--- config.mk ---
export PLATFORM = sky130hd
export DESIGN_NAME = irwh_ctrl
export DESIGN_NICKNAME = d
export VERILOG_FILES = /design/src/rtl/irwh_pkg.sv /design/src/rtl/irwh_ctrl.sv
export SDC_FILE = /design/constraint.sdc
export NUM_CORES = 1
export LEC_CHECK = 0
export BUFFER_PORTS_ARGS = -buffer_cell sky130_fd_sc_hd__buf_2
export CORE_MARGIN = 4
export CORE_UTILIZATION = 25
export CTS_CLUSTER_SIZE = 20
export DETAILED_ROUTE_END_ITERATION = 12
export GPL_ROUTABILITY_DRIVEN = 0
export PLACE_DENSITY = 0.49
export RECOVER_POWER = 50
export SLEW_MARGIN = 30
export SYNTH_ARGS = -nofsm -noshare
export SYNTH_HDL_FRONTEND = slang
export SYNTH_SLANG_ARGS = --single-unit
--- constraint.sdc ---
create_clock -name clk_i -period 3.9 [get_ports clk_i]
set_input_delay 0.195 -clock clk_i [delete_from_list [all_inputs] [get_ports clk_i]]
set_output_delay 0.195 -clock clk_i [all_outputs]
set_load 0.005 [all_outputs]
--- src/rtl/irwh_pkg.sv ---
// Shared constants, command codes and control types of the interpolating ring write head.
`timescale 1ns / 1ps
package irwh_pkg;

  localparam int RING_DEPTH = 65536;
  localparam int ADDR_W     = $clog2(RING_DEPTH);
  localparam int SAMPLE_W   = 24;
  localparam int LEN_W      = 17;
  localparam int GAIN_W     = 16;
  localparam int CNT_W      = 16;
  localparam int SUM_W      = 40;
  localparam int DIV_W      = 40;
  localparam int DIVR_W     = 17;
  localparam int CFG_IDX_W  = 1;
  localparam int CFG_DATA_W = 17;
  localparam int CMD_W      = 4;

  localparam logic [GAIN_W-1:0] FB_MAX    = 16'd62259;
  localparam logic [CNT_W-1:0]  CNT_MAX   = 16'hFFFF;
  localparam logic [LEN_W-1:0]  LEN_MIN   = 17'd2;
  localparam logic [LEN_W-1:0]  LEN_MAX   = LEN_W'(RING_DEPTH);
  localparam logic signed [SAMPLE_W-1:0] SMAX = 24'sh7FFFFF;
  localparam logic signed [SAMPLE_W-1:0] SMIN = 24'sh800000;

  localparam logic [CFG_IDX_W-1:0] REG_RING_LENGTH   = 1'd0;
  localparam logic [CFG_IDX_W-1:0] REG_FEEDBACK_GAIN = 1'd1;

  localparam logic [CMD_W-1:0] CMD_NONE      = 4'd0;
  localparam logic [CMD_W-1:0] CMD_CLEAR     = 4'd1;
  localparam logic [CMD_W-1:0] CMD_LOAD      = 4'd2;
  localparam logic [CMD_W-1:0] CMD_DIV_ADDR  = 4'd3;
  localparam logic [CMD_W-1:0] CMD_DIV_POS   = 4'd4;
  localparam logic [CMD_W-1:0] CMD_DIV_PREV  = 4'd5;
  localparam logic [CMD_W-1:0] CMD_DIV_AVG   = 4'd6;
  localparam logic [CMD_W-1:0] CMD_DIV_STEP  = 4'd7;
  localparam logic [CMD_W-1:0] CMD_READ_ADDR = 4'd8;
  localparam logic [CMD_W-1:0] CMD_TAKE_POS  = 4'd9;
  localparam logic [CMD_W-1:0] CMD_TAKE_PREV = 4'd10;
  localparam logic [CMD_W-1:0] CMD_DECIDE    = 4'd11;
  localparam logic [CMD_W-1:0] CMD_TAKE_AVG  = 4'd12;
  localparam logic [CMD_W-1:0] CMD_TAKE_STEP = 4'd13;
  localparam logic [CMD_W-1:0] CMD_CELL_RD   = 4'd14;
  localparam logic [CMD_W-1:0] CMD_CELL_WR   = 4'd15;

  typedef struct packed {
    logic [CMD_W-1:0] op;
    logic             mul;
    logic             out;
  } irwh_cmd_t;

  typedef struct packed {
    logic div_done;
    logic clr_last;
    logic is_read;
    logic head_active;
    logic last_act;
    logic same_pos;
    logic cell_last;
    logic out_free;
  } irwh_stat_t;

endpackage

--- src/rtl/irwh_ctrl.sv ---
// Controller state machine that sequences clearing, divisions and cell fills.
`timescale 1ns / 1ps
module irwh_ctrl (
  input  logic                 clk_i,
  input  logic                 rst_ni,
  input  logic                 in_valid_i,
  output logic                 in_ready_o,
  input  irwh_pkg::irwh_stat_t stat_i,
  output irwh_pkg::irwh_cmd_t  cmd_o
);
  import irwh_pkg::*;

  localparam logic [4:0] S_CLEAR    = 5'd0;
  localparam logic [4:0] S_IDLE     = 5'd1;
  localparam logic [4:0] S_ROUTE    = 5'd2;
  localparam logic [4:0] S_ADDR_GO  = 5'd3;
  localparam logic [4:0] S_ADDR_WT  = 5'd4;
  localparam logic [4:0] S_ADDR_RD  = 5'd5;
  localparam logic [4:0] S_POS_GO   = 5'd6;
  localparam logic [4:0] S_POS_WT   = 5'd7;
  localparam logic [4:0] S_POS_TK   = 5'd8;
  localparam logic [4:0] S_PREV_GO  = 5'd9;
  localparam logic [4:0] S_PREV_WT  = 5'd10;
  localparam logic [4:0] S_PREV_TK  = 5'd11;
  localparam logic [4:0] S_DECIDE   = 5'd12;
  localparam logic [4:0] S_AVG_GO   = 5'd13;
  localparam logic [4:0] S_AVG_WT   = 5'd14;
  localparam logic [4:0] S_AVG_TK   = 5'd15;
  localparam logic [4:0] S_STEP_GO  = 5'd16;
  localparam logic [4:0] S_STEP_WT  = 5'd17;
  localparam logic [4:0] S_STEP_TK  = 5'd18;
  localparam logic [4:0] S_CELL_RD  = 5'd19;
  localparam logic [4:0] S_CELL_MUL = 5'd20;
  localparam logic [4:0] S_CELL_WR  = 5'd21;
  localparam logic [4:0] S_OUT      = 5'd22;

  logic [4:0] state_q, state_d;

  always_comb begin
    state_d    = state_q;
    cmd_o.op   = CMD_NONE;
    cmd_o.mul  = 1'b0;
    cmd_o.out  = 1'b0;
    in_ready_o = 1'b0;
    unique case (state_q)
      S_CLEAR: begin
        cmd_o.op = CMD_CLEAR;
        if (stat_i.clr_last) state_d = S_IDLE;
      end
      S_IDLE: begin
        in_ready_o = 1'b1;
        if (in_valid_i) begin
          cmd_o.op = CMD_LOAD;
          state_d  = S_ROUTE;
        end
      end
      S_ROUTE: begin
        if (stat_i.is_read) begin
          state_d = S_ADDR_GO;
        end else if (stat_i.head_active) begin
          state_d = S_POS_GO;
        end else if (stat_i.last_act) begin
          state_d = S_PREV_GO;
        end else begin
          state_d = S_OUT;
        end
      end
      S_ADDR_GO: begin
        cmd_o.op = CMD_DIV_ADDR;
        state_d  = S_ADDR_WT;
      end
      S_ADDR_WT: if (stat_i.div_done) state_d = S_ADDR_RD;
      S_ADDR_RD: begin
        cmd_o.op = CMD_READ_ADDR;
        state_d  = S_OUT;
      end
      S_POS_GO: begin
        cmd_o.op = CMD_DIV_POS;
        state_d  = S_POS_WT;
      end
      S_POS_WT: if (stat_i.div_done) state_d = S_POS_TK;
      S_POS_TK: begin
        cmd_o.op = CMD_TAKE_POS;
        state_d  = stat_i.last_act ? S_PREV_GO : S_DECIDE;
      end
      S_PREV_GO: begin
        cmd_o.op = CMD_DIV_PREV;
        state_d  = S_PREV_WT;
      end
      S_PREV_WT: if (stat_i.div_done) state_d = S_PREV_TK;
      S_PREV_TK: begin
        cmd_o.op = CMD_TAKE_PREV;
        state_d  = stat_i.head_active ? S_DECIDE : S_AVG_GO;
      end
      S_DECIDE: begin
        cmd_o.op = CMD_DECIDE;
        state_d  = stat_i.same_pos ? S_OUT : S_AVG_GO;
      end
      S_AVG_GO: begin
        cmd_o.op = CMD_DIV_AVG;
        state_d  = S_AVG_WT;
      end
      S_AVG_WT: if (stat_i.div_done) state_d = S_AVG_TK;
      S_AVG_TK: begin
        cmd_o.op = CMD_TAKE_AVG;
        state_d  = stat_i.head_active ? S_STEP_GO : S_CELL_RD;
      end
      S_STEP_GO: begin
        cmd_o.op = CMD_DIV_STEP;
        state_d  = S_STEP_WT;
      end
      S_STEP_WT: if (stat_i.div_done) state_d = S_STEP_TK;
      S_STEP_TK: begin
        cmd_o.op = CMD_TAKE_STEP;
        state_d  = S_CELL_RD;
      end
      S_CELL_RD: begin
        cmd_o.op = CMD_CELL_RD;
        state_d  = S_CELL_MUL;
      end
      S_CELL_MUL: begin
        cmd_o.mul = 1'b1;
        state_d   = S_CELL_WR;
      end
      S_CELL_WR: begin
        cmd_o.op = CMD_CELL_WR;
        state_d  = stat_i.cell_last ? S_OUT : S_CELL_RD;
      end
      S_OUT: begin
        if (stat_i.out_free) begin
          cmd_o.out = 1'b1;
          state_d   = S_IDLE;
        end
      end
      default: state_d = S_IDLE;
    endcase
  end

  always_ff @(posedge clk_i or negedge rst_ni) begin
    if (!rst_ni) begin
      state_q <= S_CLEAR;
    end else begin
      state_q <= state_d;
    end
  end
endmodule

# == After elaboration in Yosys (flattened, before gate mapping) ==
# Cells that the tools add are included.
# op_classes
mux,23
eq_ne,30
reduce_logical,2
# ops
cell,count
5-bit one-hot mux with 23 select lines,1
5-bit 2-to-1 mux,12
4-bit one-hot mux with 15 select lines,1
"5-bit by 4-bit equality test with 1-bit output, second input constant",8
"5-bit equality test, second input constant",7
"5-bit by 3-bit equality test with 1-bit output, second input constant",4
"2-bit != test, second input constant",8
"5-bit by 2-bit equality test with 1-bit output, second input constant",2
8-bit AND reduction,1
3-bit 2-to-1 mux,2
"5-bit by 1-bit equality test with 1-bit output, second input constant",1
5-bit logical NOT,1
1-bit 2-to-1 mux,5
2-bit 2-to-1 mux,2
# word_totals
regBits,5
out_inout_bits,7
in_bits,11
elab_cells,56

# == Longest topological paths before layout ==
# depth
word_depth,4
depth_mapped,8

# == Worst setup path after synthesis ==
# OpenSTA, ideal clock, no wires.
# synth_timing
path_type,register -> register
start,register state_q[2]
end,register state_q[0]
arrival_time_ns,1.479
path_buffers,1
synth_period_minus_slack_ns,1.604
stages_incl_launch_ff,6
path_slack_ns,2.296
t_required_ns,3.775
cell_sequence,dfrtp_1 buf_2 or4_4 o22ai_2 a211oi_4 mux2_4
# synth_via
elab_chain_cells,3
elab_cells_between_ends,33
classes_between,eq/ne: 30; mux: 1; reduce/logical: 2
# synth_rtl
item,line_no,text
"start, declared",irwh_ctrl.sv:37,"logic [4:0] state_q, state_d;"
"start signal, assigned",irwh_ctrl.sv:143,state_q <= state_d;
5-bit equality test (tied with other cells),irwh_ctrl.sv:45,unique case (state_q)
2-bit != test (no line),-,
8-bit AND reduction (no line),-,
# Parallel ways exist; a longest one is shown, timed or not.
# A chain may end at the register's enable or synchronous reset.

# == Worst setup path after layout ==
# layout_timing
start,register state_q[3]
end,register state_q[0]
# The elaborated chain is that of the path after synthesis.

==> impl_metrics.json <==
{
  "layout-area-overhead-vs-synth_pct": 11.2,
  "cp.arrival_ns": 2.58,
  "fmax_mhz": 406,
  "coreArea_um2": 3150,
  "cap_violations": 0,
  "antenna_left": 0,
  "use_met2_pct": 17.2,
  "synthCells": 113,
  "crit_start": "state_q[3]",
  "synth_cell_type_count": 50,
  "ys_seq_area_share_pct": 14.8,
  "via_count": 901,
  "dieArea_um2": 4380,
  "yosys.area.top_type": "dfrtp_1",
  "synth_top_family_by_area": "compound AO/OA/AOI/OAI gates",
  "reg2reg_depth": 4,
  "synth-edff-count": 0,
  "fin_setup_tns_ns": 0,
  "synthTopCellsByCount": "11 x a21oi_1, 8 x nand2_1, 7 x buf_2, 7 x nor2_1, 6 x inv_1",
  "finalClockSkew_ns": 0.00517,
  "synth_area_um2": 846,
  "yosys_warnings": 0,
  "synth_top_area_share_pct": 14.8,
  "synthTopCellsByArea": "dfrtp_1 15%, a21oi_1 6.5%, buf_2 4.1%",
  "irDropWorstVdd_mv": 0.187,
  "grt_usage_pct": 11.1,
  "setup_slack_ns": 1.44,
  "start_kind": "register",
  "clk_latency_ns": 0.24,
  "drtIter0Drc": 96,
  "critical_path.max_fanout": 27,
  "largest_reg_flops": 5,
  "rr_endpoint": "state_q[0]",
  "gr-max-usage-layer": "met2",
  "power_leakage_nw": 0.362,
  "synth_adder_area_share_pct": 0,
  "setup_viol": 0,
  "start_util_pct": 26.8,
  "powerDensity_nw_per_um2": 915,
  "rrSetupSlack_ns": 1.44,
  "port_buffers": 17,
  "top_register": "state_q",
  "clkTransAtPathRegs_ns": 0.04,
  "antenna_found_initial": 0,
  "cp-end-kind": "register",
  "dp_slack_ns": 1.79,
  "async_reset_ff_share_pct": 100,
  "cts_tree": "yes",
  "cts_max_path_buffers": 2,
  "reg_top3": "state_q (5)",
  "cts_sinks": 5,
  "wire_per_inst_um": 13.9,
  "r2r_start": "state_q[3]",
  "vias_per_cell": 5.36,
  "layout-drive-gt1-share_pct": 20.2,
  "grt_remaining_overflow": 0,
  "drt_wl_total_um": 2340,
  "crit_required_ns": 4.01,
  "grt.met3_usage_pct": 2.21,
  "synth_area_per_cell_um2": 7.49,
  "muxShareOfSynthArea_pct": 3.11,
  "clockRootBuffer": "clkbuf_4",
  "finalMaxSlewViolations": 0,
  "h-tree-depth": 1,
  "status": "complete, no violations",
  "fin_crit_ns": 2.46,
  "hold_depth": 2,
  "numCtsBuffers": 3,
  "tightest_slew_ns": 0.925,
  "synthXorXnorAreaFrac_pct": 2.07,
  "ys_seq_elements": 5,
  "final_cells": 168,
  "ios": 18,
  "met1_usage_pct": 16.0,
  "synth-main-ff-cell": "dfrtp_1",
  "min-delay-start": "stat_i[7]",
  "grt_pass1_wl_um": 3920,
  "fp.dieW_um": 66.2,
  "synth_compound_area_share_pct": 38.0,
  "fp-row-count": 20,
  "relSlewSlack_pct": 38.0,
  "postCtsSetupBuffers": 0,
  "die_h_um": 66.2,
  "post-route-period-util_pct": 63.1,
  "syn-num-nets": 124,
  "hold_viol_final": 0,
  "antennaDiodeCount": 0,
  "yosysMostFrequentCell": "a21oi_1",
  "min_path_type": "input pin to register",
  "grt_pass1_vias": 805,
  "worstSetupPathType": "register to register",
  "grt_max_degree": 28,
  "firstDrtPassIters": 4,
  "dp_hpwl_um": 1680,
  "dp.cells": 163,
  "yosys.area_share.simple_pct": 31.7,
  "drcViolationCount": 0,
  "min_to": "state_q[3]",
  "nets": 136,
  "cts_resized": 0,
  "rsz0062_at_grt": "no"
}
-- power breakdown --
group | internal, mW | switching (mW)
clock network | 0.0385 | 0.0187
logic | 0.295 | 0.264
registers | 0.0783 | 0.166
-- through the flow --
stage	utilization, %	area [µm²]	hold WS (ns)	power (mW)
CTS	30.4	957	0.176	0.882
global route	29.8	941	0.182	0.953
floorplan	-	846	-0.101	0.701
detailed placement	29.2	921	0.0166	0.822
finish	29.8	941	0.186	0.860
global placement	29.2	921	0.0134	0.814
-- critical path, cell delays in order (launching register included) --
cell      delay [ns]
dfrtp_1         0.85
nand2b_1        0.25
nor4_1          0.08
a211oi_1        0.80
mux2_4          0.35
-- cells in the final DEF, fill, tap and decap left out, drive strengths merged, types with 2 or more instances in the layout --
cell,n
clkbuf,7
nor2b,2
nand2b,6
dfrtp,5
o22ai,6
a21oi,11
a21o,2
nor2,7
nand3,2
nor4,5
buf,14
or4,2
o221ai,2
mux2,2
a31oi,2
a2bb2oi,2
o21ai,3
inv,6
o32ai,3
nand2,8
a211oi,4
-- cell families after synthesis --
family	count (synthesis)
compound gates	44
simple gates	43
buf+inv	17
flops	5
xor+xnor	2
mux	2
-- how the worst max path moves through the flow --
stage,end,slack [ns],cells after the start
floorplan,state_q[0],2.30,5
global placement,state_q[0],1.84,4
detailed placement,state_q[0],1.79,4
CTS,cmd_o[2],1.78,5
global route,state_q[0],1.25,4
finish,state_q[0],1.44,4
-- metal layers --
layer | share of wire, % | wire [µm]
met1 | 49 | 1140
met5 | 0 | 0
met3 | 5.3 | 125
met4 | 0 | 0
met2 | 46 | 1070
-- cell type report --
class                   instances  area, µm²
clock buffers                   4       26.3
flip-flops and latches          5        125
repair buffers                 18       91.3
fillers                       373       2210
well taps                      44       55.1
inverters                       6       22.5
multi-input cells              91        621
-- what timing repair did --
action                                 in CTS  in global routing
setup endpoints to repair                   0                  0
endpoints found under the hold margin       5                  0
hold buffers                                1                  0
(Power assumes the default switching activity.)
